==> config.mk <==
export PLATFORM = sky130hd
export DESIGN_NAME = http_chunked_body_decoder_flat
export DESIGN_NICKNAME = d
export VERILOG_FILES = /design/src/sv/hcbd_pkg.sv /design/src/sv/hcbd_stream_if.sv /design/src/sv/hcbd_core.sv /design/src/sv/http_chunked_body_decoder.sv /design/src/flat_wrapper.sv
export SDC_FILE = /design/constraint.sdc
export NUM_CORES = 1
export LEC_CHECK = 0
export ABC_AREA = 0
export BUFFER_PORTS_ARGS = -buffer_cell sky130_fd_sc_hd__buf_4
export CAP_MARGIN = 0
export CORE_MARGIN = 8
export CORE_UTILIZATION = 31
export CTS_CLUSTER_SIZE = 16
export DETAILED_ROUTE_END_ITERATION = 7
export MAX_ROUTING_LAYER = met4
export PLACE_DENSITY = 0.46
export SYNTH_ARGS = -nofsm -noshare
export SYNTH_HDL_FRONTEND = slang
export SYNTH_SLANG_ARGS = --single-unit
==> constraint.sdc <==
create_clock -name clock -period 6.4 [get_ports clock]
set_input_delay 1.28 -clock clock [delete_from_list [all_inputs] [get_ports clock]]
set_output_delay 1.28 -clock clock [all_outputs]
set_load 0.01 [all_outputs]
==> src/sv/hcbd_pkg.sv <==
// shared types, constants and helpers for the chunked body decoder
// no dependencies; every other file in sv imports this package
package hcbd_pkg;

   localparam int SIZE_BITS = 32;
   localparam int LIMIT_W   = 32;
   localparam int CMP_W     = (SIZE_BITS > LIMIT_W) ? SIZE_BITS : LIMIT_W;

   localparam logic [LIMIT_W-1:0] LIMIT_RESET = LIMIT_W'(1048576);

   localparam logic [7:0] CHAR_CR   = 8'h0D;
   localparam logic [7:0] CHAR_LF   = 8'h0A;
   localparam logic [7:0] CHAR_SEMI = 8'h3B;

   typedef enum logic [2:0] {
      PH_SIZE = 3'd0,
      PH_EXT  = 3'd1,
      PH_LF   = 3'd2,
      PH_DATA = 3'd3,
      PH_SKIP = 3'd4,
      PH_DONE = 3'd5
   } phase_type;

   typedef enum logic [1:0] {
      KIND_BYTE   = 2'd0,
      KIND_END    = 2'd1,
      KIND_FORMAT = 2'd2,
      KIND_LARGE  = 2'd3
   } kind_type;

   typedef struct packed {
      logic [7:0] in_byte;
      logic       first_of_body;
   } req_type;

   typedef struct packed {
      logic [1:0] kind;
      logic [7:0] body_byte;
   } rsp_type;

   typedef struct packed {
      logic    valid;
      rsp_type data;
   } result_type;

   typedef struct packed {
      logic       ok;
      logic [3:0] value;
   } hex_type;

   function automatic hex_type hex_value(input logic [7:0] c);
      hex_type h;
      h.ok    = 1'b1;
      h.value = 4'd0;
      if (c >= 8'h30 && c <= 8'h39) begin
         h.value = 4'(c - 8'h30);
      end else if (c >= 8'h61 && c <= 8'h66) begin
         h.value = 4'(c - 8'h57);
      end else if (c >= 8'h41 && c <= 8'h46) begin
         h.value = 4'(c - 8'h37);
      end else begin
         h.ok = 1'b0;
      end
      return h;
   endfunction

endpackage

==> src/sv/hcbd_stream_if.sv <==
// valid/ready channel interfaces for requests and responses
// depends on hcbd_pkg for the payload types
interface hcbd_req_if;
   import hcbd_pkg::*;
   logic    valid;
   logic    ready;
   req_type payload;
   modport source (output valid, output payload, input ready);
   modport sink (input valid, input payload, output ready);
endinterface

interface hcbd_rsp_if;
   import hcbd_pkg::*;
   logic    valid;
   logic    ready;
   rsp_type payload;
   modport source (output valid, output payload, input ready);
   modport sink (input valid, input payload, output ready);
endinterface

==> src/sv/hcbd_core.sv <==
// decode state and per-byte next-state and result logic
// depends on hcbd_pkg
module hcbd_core (
   input  logic                          clock,
   input  logic                          reset,
   input  logic                          step,
   input  hcbd_pkg::req_type             item,
   input  logic [hcbd_pkg::LIMIT_W-1:0]  body_limit,
   output hcbd_pkg::result_type          result
);
   import hcbd_pkg::*;

   phase_type             phase_ff, phase_in;
   logic [SIZE_BITS-1:0]  chunk_ff, chunk_in;
   logic [LIMIT_W-1:0]    budget_ff, budget_in;
   logic                  digit_ff, digit_in;
   logic                  skip_ff, skip_in;

   phase_type             cur_phase;
   logic [SIZE_BITS-1:0]  cur_chunk;
   logic [LIMIT_W-1:0]    cur_budget;
   logic                  cur_digit;
   logic                  cur_skip;
   hex_type               hex;
   logic [CMP_W-1:0]      chunk_wide;
   logic [CMP_W-1:0]      budget_wide;
   logic [SIZE_BITS-1:0]  chunk_dec;

   // first byte of a body restarts the decode
   always_comb begin
      if (item.first_of_body) begin
         cur_phase  = PH_SIZE;
         cur_chunk  = '0;
         cur_budget = body_limit;
         cur_digit  = 1'b0;
         cur_skip   = 1'b0;
      end else begin
         cur_phase  = phase_ff;
         cur_chunk  = chunk_ff;
         cur_budget = budget_ff;
         cur_digit  = digit_ff;
         cur_skip   = skip_ff;
      end
   end

   assign hex         = hex_value(item.in_byte);
   assign chunk_wide  = CMP_W'(cur_chunk);
   assign budget_wide = CMP_W'(cur_budget);
   assign chunk_dec   = cur_chunk - SIZE_BITS'(1);

   // next state
   always_comb begin
      phase_in  = cur_phase;
      chunk_in  = cur_chunk;
      budget_in = cur_budget;
      digit_in  = cur_digit;
      skip_in   = cur_skip;
      case (cur_phase)
         PH_SIZE: begin
            if (hex.ok) begin
               if (cur_chunk[SIZE_BITS-1 -: 4] != 4'd0) begin
                  phase_in = PH_DONE;
               end else begin
                  chunk_in = {cur_chunk[SIZE_BITS-5:0], hex.value};
                  digit_in = 1'b1;
               end
            end else if (item.in_byte == CHAR_SEMI) begin
               phase_in = PH_EXT;
            end else if (item.in_byte == CHAR_CR) begin
               phase_in = PH_LF;
            end else begin
               phase_in = PH_DONE;
            end
         end
         PH_EXT: begin
            if (item.in_byte == CHAR_CR) begin
               phase_in = PH_LF;
            end
         end
         PH_LF: begin
            if (item.in_byte != CHAR_LF || !cur_digit) begin
               phase_in = PH_DONE;
            end else if (cur_chunk == '0) begin
               phase_in = PH_DONE;
            end else if (chunk_wide > budget_wide) begin
               phase_in = PH_DONE;
            end else begin
               budget_in = LIMIT_W'(budget_wide - chunk_wide);
               phase_in  = PH_DATA;
            end
         end
         PH_DATA: begin
            chunk_in = chunk_dec;
            if (chunk_dec == '0) begin
               phase_in = PH_SKIP;
               skip_in  = 1'b0;
            end
         end
         PH_SKIP: begin
            if (!cur_skip) begin
               skip_in = 1'b1;
            end else begin
               phase_in = PH_SIZE;
               chunk_in = '0;
               digit_in = 1'b0;
               skip_in  = 1'b0;
            end
         end
         default: begin
            phase_in = cur_phase;
         end
      endcase
   end

   // result
   always_comb begin
      result.valid          = 1'b0;
      result.data.kind      = KIND_BYTE;
      result.data.body_byte = 8'd0;
      case (cur_phase)
         PH_SIZE: begin
            if (hex.ok) begin
               if (cur_chunk[SIZE_BITS-1 -: 4] != 4'd0) begin
                  result.valid     = 1'b1;
                  result.data.kind = KIND_LARGE;
               end
            end else if (item.in_byte != CHAR_SEMI && item.in_byte != CHAR_CR) begin
               result.valid     = 1'b1;
               result.data.kind = KIND_FORMAT;
            end
         end
         PH_LF: begin
            if (item.in_byte != CHAR_LF || !cur_digit) begin
               result.valid     = 1'b1;
               result.data.kind = KIND_FORMAT;
            end else if (cur_chunk == '0) begin
               result.valid     = 1'b1;
               result.data.kind = KIND_END;
            end else if (chunk_wide > budget_wide) begin
               result.valid     = 1'b1;
               result.data.kind = KIND_LARGE;
            end
         end
         PH_DATA: begin
            result.valid          = 1'b1;
            result.data.kind      = KIND_BYTE;
            result.data.body_byte = item.in_byte;
         end
         default: begin
            result.valid = 1'b0;
         end
      endcase
   end

   always_ff @(posedge clock) begin
      if (reset) begin
         phase_ff  <= PH_SIZE;
         chunk_ff  <= '0;
         budget_ff <= '0;
         digit_ff  <= 1'b0;
         skip_ff   <= 1'b0;
      end else if (step) begin
         phase_ff  <= phase_in;
         chunk_ff  <= chunk_in;
         budget_ff <= budget_in;
         digit_ff  <= digit_in;
         skip_ff   <= skip_in;
      end
   end

endmodule

==> src/sv/http_chunked_body_decoder.sv <==
// Chunked body decoder: one request carries one raw byte of an HTTP chunked body;
// each byte yields at most one response (payload byte, end of body, bad format or
// too large). A request is accepted every cycle unless the input register is full
// and the output register is stalled: the byte sits in an input register, the hex
// accumulate, budget compare and data countdown run in one pass of logic, and the
// response lands in an output register that may stall while the next request is taken.
// body_limit is loaded into the budget on each request with first_of_body set.
// depends on hcbd_pkg, hcbd_stream_if and hcbd_core
module http_chunked_body_decoder (
   input  logic                          clock,
   input  logic                          reset,
   hcbd_req_if.sink                      req_chan,
   hcbd_rsp_if.source                    rsp_chan,
   input  logic                          csr_we,
   input  logic [hcbd_pkg::LIMIT_W-1:0]  csr_wdata
);
   import hcbd_pkg::*;

   logic               in_valid_ff, in_valid_in;
   req_type            in_item_ff, in_item_in;
   logic               out_valid_ff, out_valid_in;
   rsp_type            out_item_ff, out_item_in;
   logic [LIMIT_W-1:0] limit_ff, limit_in;
   logic               advance;
   logic               req_take;
   result_type         result;

   assign advance        = in_valid_ff && (!out_valid_ff || rsp_chan.ready);
   assign req_chan.ready = !in_valid_ff || advance;
   assign req_take       = req_chan.valid && req_chan.ready;

   hcbd_core u_core (
      .clock      (clock),
      .reset      (reset),
      .step       (advance),
      .item       (in_item_ff),
      .body_limit (limit_ff),
      .result     (result)
   );

   always_comb begin
      in_valid_in = in_valid_ff;
      in_item_in  = in_item_ff;
      if (req_take) begin
         in_valid_in = 1'b1;
         in_item_in  = req_chan.payload;
      end else if (advance) begin
         in_valid_in = 1'b0;
      end
   end

   always_comb begin
      out_valid_in = out_valid_ff;
      out_item_in  = out_item_ff;
      if (advance) begin
         out_valid_in = result.valid;
         out_item_in  = result.data;
      end else if (rsp_chan.ready) begin
         out_valid_in = 1'b0;
      end
   end

   assign limit_in = csr_we ? csr_wdata : limit_ff;

   always_ff @(posedge clock) begin
      if (reset) begin
         in_valid_ff  <= 1'b0;
         out_valid_ff <= 1'b0;
         limit_ff     <= LIMIT_RESET;
      end else begin
         in_valid_ff  <= in_valid_in;
         out_valid_ff <= out_valid_in;
         limit_ff     <= limit_in;
      end
   end

   always_ff @(posedge clock) begin
      in_item_ff  <= in_item_in;
      out_item_ff <= out_item_in;
   end

   assign rsp_chan.valid   = out_valid_ff;
   assign rsp_chan.payload = out_item_ff;

   a_take_fills: assert property (@(posedge clock) disable iff (reset)
      req_take |=> in_valid_ff)
      else $error("accepted request not held in input register");

   a_no_byte_on_status: assert property (@(posedge clock) disable iff (reset)
      (rsp_chan.valid && rsp_chan.payload.kind != KIND_BYTE) |->
      (rsp_chan.payload.body_byte == 8'd0))
      else $error("status response carries a payload byte");

   a_rsp_from_item: assert property (@(posedge clock) disable iff (reset)
      $rose(out_valid_ff) |-> $past(advance))
      else $error("response appeared without a request");

   a_full_blocks: assert property (@(posedge clock) disable iff (reset)
      (in_valid_ff && out_valid_ff && !rsp_chan.ready) |-> !req_chan.ready)
      else $error("request taken while pipeline stalled");

endmodule
==> src/flat_wrapper.sv <==
// flat-port wrapper written by rule: the top's interface ports become plain ports
module http_chunked_body_decoder_flat import hcbd_pkg::*;
  (clock, reset, csr_we, csr_wdata, req_chan_valid, req_chan_payload, req_chan_ready, rsp_chan_valid, rsp_chan_payload, rsp_chan_ready);
  hcbd_req_if req_chan_i ();
  hcbd_rsp_if rsp_chan_i ();
  input  logic clock;
  input  logic reset;
  input  logic csr_we;
  input  logic [hcbd_pkg::LIMIT_W-1:0] csr_wdata;
  input wire logic [$bits(req_chan_i.valid)-1:0] req_chan_valid;
  input wire logic [$bits(req_chan_i.payload)-1:0] req_chan_payload;
  output wire logic [$bits(req_chan_i.ready)-1:0] req_chan_ready;
  output wire logic [$bits(rsp_chan_i.valid)-1:0] rsp_chan_valid;
  output wire logic [$bits(rsp_chan_i.payload)-1:0] rsp_chan_payload;
  input wire logic [$bits(rsp_chan_i.ready)-1:0] rsp_chan_ready;
  assign req_chan_i.valid = req_chan_valid;
  assign req_chan_i.payload = req_chan_payload;
  assign req_chan_ready = req_chan_i.ready;
  assign rsp_chan_valid = rsp_chan_i.valid;
  assign rsp_chan_payload = rsp_chan_i.payload;
  assign rsp_chan_i.ready = rsp_chan_ready;
  http_chunked_body_decoder u_core (.clock(clock), .reset(reset), .req_chan(req_chan_i), .rsp_chan(rsp_chan_i), .csr_we(csr_we), .csr_wdata(csr_wdata));
endmodule
Yosys cells after proc, flatten, opt, wreduce, memory -nomap -nowiden
Index checks and enable logic that the tools add are counted.

storage, ports and cells
  word-level logic and storage cells = 100
  register bits after elaboration = 122
  input bits = 46
  output and inout bits = 12

cells by class
  $lt $le $gt $ge = 7
  add/sub/neg operators = 5
  reduce and logical (&&, ||, !) cells = 18
  mux-type cells = 49
  equality and inequality tests = 9

operator list
  operator                 count
  $mux W32                 9
  $pmux W32 S3             1
  $logic_not A32 Y1        2
  $mux W3                  17
  $gt A32 B32 Y1           1
  $sub A32 B1 Y32 const B  1
  $sub A32 B32 Y32         1
  $ge A8 B7 Y1 const B     2
  $le A8 B7 Y1 const B     2
  $ne A8 B4 Y1 const B     2
  $pmux W3 S5              1
  $mux W1                  14
  $mux W4                  3
  $eq A8 B4 Y1 const B     1
  $eq A8 B6 Y1 const B     1
  $ge A8 B6 Y1 const B     1
  $le A8 B6 Y1 const B     1
  $ne A8 B6 Y1 const B     1
  $sub A4 B3 Y4 const B    2
  $eq A3 B2 Y1 const B     2
  $logic_and A1 B1 Y1      6
  $pmux W1 S2              2
  $pmux W2 S2              1
  $reduce_bool A2 Y1       2
  8 further kinds          12

Depth between registers and ports, before layout
  word-level depth = 8
  depth in mapped cells = 21
  depth with buffers taken out = 15

Cells and area by module
Synthesis repeated with hierarchy kept, for this count alone.

unflattened totals
  cell total of the unflattened synthesis = 1185
  area total of the unflattened synthesis = 9450.3 um2

by module, submodules not included
  module                     seq. area each (um2)  times used  area each (um2)  cells each
  hcbd_core                  1381.3                1           7624.8           1052
  http_chunked_body_decoder  1251.2                1           1825.5           133

Worst setup path before layout
OpenSTA, ideal clock, no wires.

  kind = register to register
  start = reg u_core.in_item_ff[0] in the netlist's numbering
  end = reg u_core.u_core.budget_ff[1]
  library setup time = 0.132 ns
  clock period less this slack = 4.636 ns
  data required time = 6.268 ns
  slack = 1.764 ns
  arrival = 4.503 ns
  path buffers = 7
  cell stages (with the launch flop) = 19
  path through = edfxtp_1 -> clkbuf_1 -> clkbuf_1 -> buf_2 -> buf_1 -> buf_2 -> mux2_2 -> ha_1 -> nor2b_1 -> o31a_1 -> o41ai_2 -> nor4_1 -> o31ai_1 -> o22ai_1 -> and3_1 -> buf_2 -> buf_6 -> o211ai_1 -> a21oi_1

between the ends
  cells in the longest elaborated chain, start to end = 6
  elaborated cells on any way between the ends = 14
  classes of those cells = 1 x add/sub; 1 x order compare; 1 x eq/ne; 8 x mux; 3 x reduce/logical

RTL lines
  what                                                line                              text
  start: declaration                                  http_chunked_body_decoder.sv:20   req_type in_item_ff, in_item_in;
  start signal: assignment                            http_chunked_body_decoder.sv:78   in_item_ff <= in_item_in;
  $mux W32                                            hcbd_core.sv:31                   if (item.first_of_body) begin
  $sub A32 B32 Y32 or $gt A32 B32 Y1 (tied branches)  hcbd_core.sv:88, hcbd_core.sv:85
  $mux W32                                            hcbd_core.sv:85                   end else if (chunk_wide > budget_wide) begin
  $mux W32                                            hcbd_core.sv:83                   end else if (cur_chunk == '0) begin
  $mux W32                                            hcbd_core.sv:81                   if (item.in_byte != CHAR_LF || !cur_digit) begin
  $mux W32 *                                          hcbd_core.sv:58                   case (cur_phase)
  end signal: assignment                              hcbd_core.sv:165                  budget_ff <= budget_in;
  end: declaration                                    hcbd_core.sv:15                   logic [LIMIT_W-1:0] budget_ff, budget_in;

Mark *: on every way between the ends. The rest lies on a longest branch, timed or not.
A chain may end at the register's enable or synchronous reset.

Final worst setup path
  start = reg u_core.in_item_ff[0] in the netlist's numbering
  end = reg u_core.u_core.budget_ff[5]

Same word-level chain as after synthesis.

==> tab_implementation.tex <==
\begin{tabular}{lr}
\hline
Metric & Value \\
\hline
\multicolumn{2}{l}{\textbf{Timing}} \\
Hold violation count in the final report & 0 \\
Total setup violations reported at the end of the flow & 0 \\
Worst Hold Slack & roughly 0.45 ns \\
Crit path time final & approximately 4.7 ns \\
Setup TNS & 0 ns \\
Setup ws final & $\sim$1.7 ns \\
Unrepaired setup endpoints after global routing & no \\
Setup Skew & between 0.007 and 0.008 ns \\
Max-slew headroom & 28.4\% \\
Transition time at the pin with the least slew margin & $\sim$1.1 ns \\
Maximum clock rate & about 210 MHz \\
Crit share post-route & approximately three quarters \\
Pins over their slew limit & 0 \\
\multicolumn{2}{l}{\textbf{Cells and area}} \\
Area Growth Syn to Fin & 14.5\% \\
Net count, final & between 1000 and 1500 \\
Share of final-layout standard cells stronger than drive strength 1 & between 10 and 15\% \\
Diode insertion count for antenna repair & 0 \\
\multicolumn{2}{l}{\textbf{Detailed routing}} \\
Via count & 8307 \\
Starting DRT DRC Count & $\sim$500 \\
Via-to-Cell Ratio & 5.45 \\
Post-route DRC & 0 \\
DR WL/cell & $\sim$18 um \\
Number of antenna-violating nets in the routed design & 0 \\
Final wirelength & about 28 mm \\
TritonRoute pass-1 iters & 5 \\
\multicolumn{2}{l}{\textbf{Synthesis}} \\
Main flop type after synthesis & sky130\_fd\_sc\_hd\_\_dfxtp\_1 \\
Gate count of the mapped netlist & 1118 \\
Distinct cells, synth & 87 \\
Async set-or-reset flop fraction in the synthesized netlist & 0\% \\
Per-instance average area after synthesis & 7.96 um\^{}2 \\
Number of register bits inferred by synthesis & 122 \\
Number of enable-type register cells in the synthesized netlist & 19 \\
Synth Cell Area & 8900 um\^{}2 \\
Share of synthesized area occupied by flip-flops and latches & between 20 and 30\% \\
Synthesized net count & 1200 \\
Number of warnings reported in the yosys synthesis log & 0 \\
\multicolumn{2}{l}{\textbf{Power and ir drop}} \\
Worst-case vdd ir drop & 145 uV \\
Leakage component of the power & 4.00 nW \\
PwrDens & roughly 240 nW/um\^{}2 \\
\multicolumn{2}{l}{\textbf{GRT}} \\
Antenna violations before repair & 0 \\
Number of global-route vias before repair & 8082 \\
Most heavily used metal layer in global routing & met2 \\
Met1 GRT Util & a little over a fifth \\
Routing usage on met2 & between 20\% and 30\% \\
Remaining global-route overflow & 0 \\
Global-route wire length before repair & between 40 and 50 mm \\
Total global routing track utilization & between 10\% and 20\% \\
Pin count of the biggest net entering global routing & 96 \\
M3 GR Usage & under 10\% \\
\multicolumn{2}{l}{\textbf{Placed design}} \\
Final RePlAce weighted congestion & between 0.8 and 0.9 \\
HPWL after detailed placement & about 19 mm \\
PortBufs & 57 \\
Minimum setup slack after placement & about 1.6 ns \\
\multicolumn{2}{l}{\textbf{Clocking}} \\
Worst-path clk slew & around 0.060 ns \\
Clock insertion delay at the later pin of the skew report & 0.43 ns \\
Root cell of the clock tree & sky130\_fd\_sc\_hd\_\_clkbuf\_16 \\
Deepest clock path buffer count & 2 \\
Gates resized, CTS repair & 0 \\
CTS sink cnt & 122 \\
Htree depth & 4 \\
\# hold bufs at CTS & 0 \\
Count of buffers added by post-CTS timing repair for setup & 0 \\
Number of buffers created by CTS & 17 \\
Clock tree from TritonCTS & done \\
\multicolumn{2}{l}{\textbf{Floorplanning}} \\
Core ar. & approximately 28000 um\^{}2 \\
Height of the die & $\sim$190 um \\
Width of the die & roughly 190 um \\
Row Count & 62 \\
Starting density of the core & a little under a third \\
I/O pin count & between 50 and 60 \\
Area enclosed by the die boundary & between 30000 and 40000 um\^{}2 \\
\multicolumn{2}{l}{\textbf{Worst hold path}} \\
Worst Min Path Start & u\_core.u\_core.budget\_ff[1] \\
Worst hold path endpoint & u\_core.u\_core.budget\_ff[1] \\
Worst hold path depth & 2 \\
Classification of the worst-slack hold path & reg -> reg \\
\multicolumn{2}{l}{\textbf{Status}} \\
Outcome & finished clean \\
\multicolumn{2}{l}{\textbf{Worst setup path}} \\
Critical Path Source Type & register \\
Crit end category & register \\
Timing startpoint of the critical path & u\_core.in\_item\_ff[0] \\
Setup Crit Path Kind & reg -> reg \\
Highest net fanout along the worst path & 24 \\
Reg2Reg Setup Slack & 1.66 ns \\
Data required time of the worst path & 6.76 ns \\
Capture point of the worst reg-to-reg path & u\_core.u\_core.budget\_ff[5] \\
Data arrival time of the worst path & 5.10 ns \\
Depth of the worst register-to-register path & 15 \\
Reg-to-reg startpoint & u\_core.in\_item\_ff[0] \\
\multicolumn{2}{l}{\textbf{Run}} \\
Max capacitance violation total & 0 \\
\hline
\end{tabular}
## cells by family after synthesis
logic type	after synthesis	synth area share, %
AND/OR/NAND/NOR	389	22.5
AO/OA/AOI/OAI	339	24.3
buffers and inverters	111	5.14
flip-flops	122	29.6
XOR/XNOR	42	4.13
adder cells (fa/ha/maj)	37	5.26
multiplexers	78	9.15
## final cells by class
type / count / area, um^2
sequential: 122 / 2630
clock buffer: 17 / 425
tap: 384 / 480
timing repair buffer: 68 / 536
clock inverter: 15 / 166
inverter: 32 / 120
fill: 2980 / 18300
multi-input combinational: 885 / 5840
## layer usage
metal	routed length (um)	part of all wire [%]
met5	0	0
met4	513	1.8
met3	1040	3.7
met2	13300	48
met1	13000	47
## cell usage after synthesis, drive strengths merged, types with 8 or more instances
cell    instances  area [um^2]
or3             9         56.3
o22ai          14         87.6
edfxtp         19          571
clkbuf         55          206
a211oi         15          118
a22oi          20          150
mux2           27          304
a31oi          28          181
buf            24          131
or2             8         50.1
nor2b          18          113
nand2          89          334
a21o           18          135
mux2i          51          510
dfxtp         103         2060
nor3           22          136
and2           12         77.6
nor2          129          508
ha             35          438
nand2b         11         68.8
xor2           12          105
xnor2          30          263
o21ai          90          450
inv            31          116
o21a            9         67.6
nand4          15          109
o211ai         10         75.1
nor4           20          180
a21oi          81          405
and3           18          113
nand3          20          105
## state kept, by name, summed over array words and instances, names as in the netlist, 3 cells and up
| name | flops |
|---|---|
| u_core.limit_ff | 32 |
| u_core.u_core.budget_ff | 32 |
| u_core.u_core.chunk_ff | 32 |
| u_core.rsp_chan.payload | 10 |
| u_core.in_item_ff | 9 |
| u_core.u_core.phase_ff | 3 |
## per-stage QoR
| step | instance area (um^2) | util [%] | cells | power [mW] |
|---|---|---|---|---|
| 6_report | 10200 | 35.8 | 1523 | 2.44 |
| 2_1_floorplan | 8900 | - | 1118 | 1.30 |
| 3_3_place_gp | 9610 | 33.7 | 1491 | 1.46 |
| 5_1_grt | 10200 | 35.8 | 1523 | 2.57 |
| 3_5_place_dp | 9610 | 33.7 | 1491 | 1.45 |
| 4_1_cts | 10200 | 35.8 | 1523 | 2.47 |
## cell usage in the layout, fill, tap and decap left out, types with 4 or more instances in the layout
| master | synthesis | final |
|---|---|---|
| sky130_fd_sc_hd__or3_1 | 9 | 9 |
| sky130_fd_sc_hd__ha_1 | 35 | 35 |
| sky130_fd_sc_hd__a31oi_1 | 27 | 27 |
| sky130_fd_sc_hd__o21bai_1 | 5 | 5 |
| sky130_fd_sc_hd__nand3_1 | 19 | 19 |
| sky130_fd_sc_hd__inv_1 | 31 | 30 |
| sky130_fd_sc_hd__xnor2_1 | 30 | 30 |
| sky130_fd_sc_hd__and2_1 | 11 | 11 |
| sky130_fd_sc_hd__a21o_1 | 18 | 18 |
| sky130_fd_sc_hd__o22ai_1 | 14 | 14 |
| sky130_fd_sc_hd__o211ai_1 | 10 | 10 |
| sky130_fd_sc_hd__nor4_1 | 14 | 14 |
| sky130_fd_sc_hd__clkinvlp_4 | 0 | 4 |
| sky130_fd_sc_hd__xor2_1 | 12 | 12 |
| sky130_fd_sc_hd__a21oi_1 | 81 | 81 |
| sky130_fd_sc_hd__o21ai_0 | 87 | 87 |
| sky130_fd_sc_hd__nor2b_1 | 18 | 18 |
| sky130_fd_sc_hd__nand4_1 | 14 | 14 |
| sky130_fd_sc_hd__dfxtp_1 | 103 | 103 |
| sky130_fd_sc_hd__a211oi_1 | 14 | 14 |
| sky130_fd_sc_hd__nand2b_1 | 11 | 11 |
| sky130_fd_sc_hd__nor4_2 | 4 | 4 |
| sky130_fd_sc_hd__nor2_1 | 127 | 127 |
| sky130_fd_sc_hd__nand2_1 | 89 | 89 |
| sky130_fd_sc_hd__clkbuf_16 | 0 | 17 |
| sky130_fd_sc_hd__o31a_1 | 4 | 4 |
| sky130_fd_sc_hd__o21a_1 | 9 | 9 |
| sky130_fd_sc_hd__or2_2 | 7 | 7 |
| sky130_fd_sc_hd__mux2_2 | 27 | 27 |
| sky130_fd_sc_hd__a22oi_1 | 20 | 20 |
| sky130_fd_sc_hd__o31ai_1 | 5 | 5 |
| sky130_fd_sc_hd__nor3_1 | 18 | 18 |
| sky130_fd_sc_hd__edfxtp_1 | 19 | 19 |
| sky130_fd_sc_hd__and3_1 | 18 | 18 |
| sky130_fd_sc_hd__buf_4 | 0 | 66 |
| sky130_fd_sc_hd__mux2i_1 | 51 | 51 |
| sky130_fd_sc_hd__inv_6 | 0 | 5 |
## power breakdown
part	total, mW	switching [mW]	internal (mW)	leakage (nW)
combinational	0.590	0.340	0.250	2.70
clock	1.00	0.423	0.582	0.277
sequential	0.850	0.0336	0.816	1.02
total	2.44	0.797	1.65	4.00
## worst max-delay path, cell delays in order, from the launching register on
cell and delay, ns:
sky130_fd_sc_hd__edfxtp_1 0.43, sky130_fd_sc_hd__inv_1 0.42, sky130_fd_sc_hd__buf_4 0.38, sky130_fd_sc_hd__nand2_1 0.17, sky130_fd_sc_hd__ha_1 0.37, sky130_fd_sc_hd__o21a_1 0.14, sky130_fd_sc_hd__o31a_1 0.23, sky130_fd_sc_hd__o211ai_1 0.14
sky130_fd_sc_hd__nor4_1 0.49, sky130_fd_sc_hd__o31ai_1 0.18, sky130_fd_sc_hd__buf_4 0.19, sky130_fd_sc_hd__o22ai_1 0.19, sky130_fd_sc_hd__and3_1 0.82, sky130_fd_sc_hd__and3_1 0.28, sky130_fd_sc_hd__o21ai_1 0.06, sky130_fd_sc_hd__a21oi_1 0.15
## how the worst max path moves through the flow
stage                     slack, ns  cells past startpoint                          to
after CTS                      1.53                     15  u_core.u_core.budget_ff[5]
after global routing           1.18                     15  u_core.u_core.budget_ff[5]
after global placement         1.56                     15  u_core.u_core.budget_ff[5]
after floorplan                1.76                     18  u_core.u_core.budget_ff[1]
after detailed placement       1.56                     15  u_core.u_core.budget_ff[5]
final                          1.66                     15  u_core.u_core.budget_ff[5]
(Power assumes the default switching activity.)
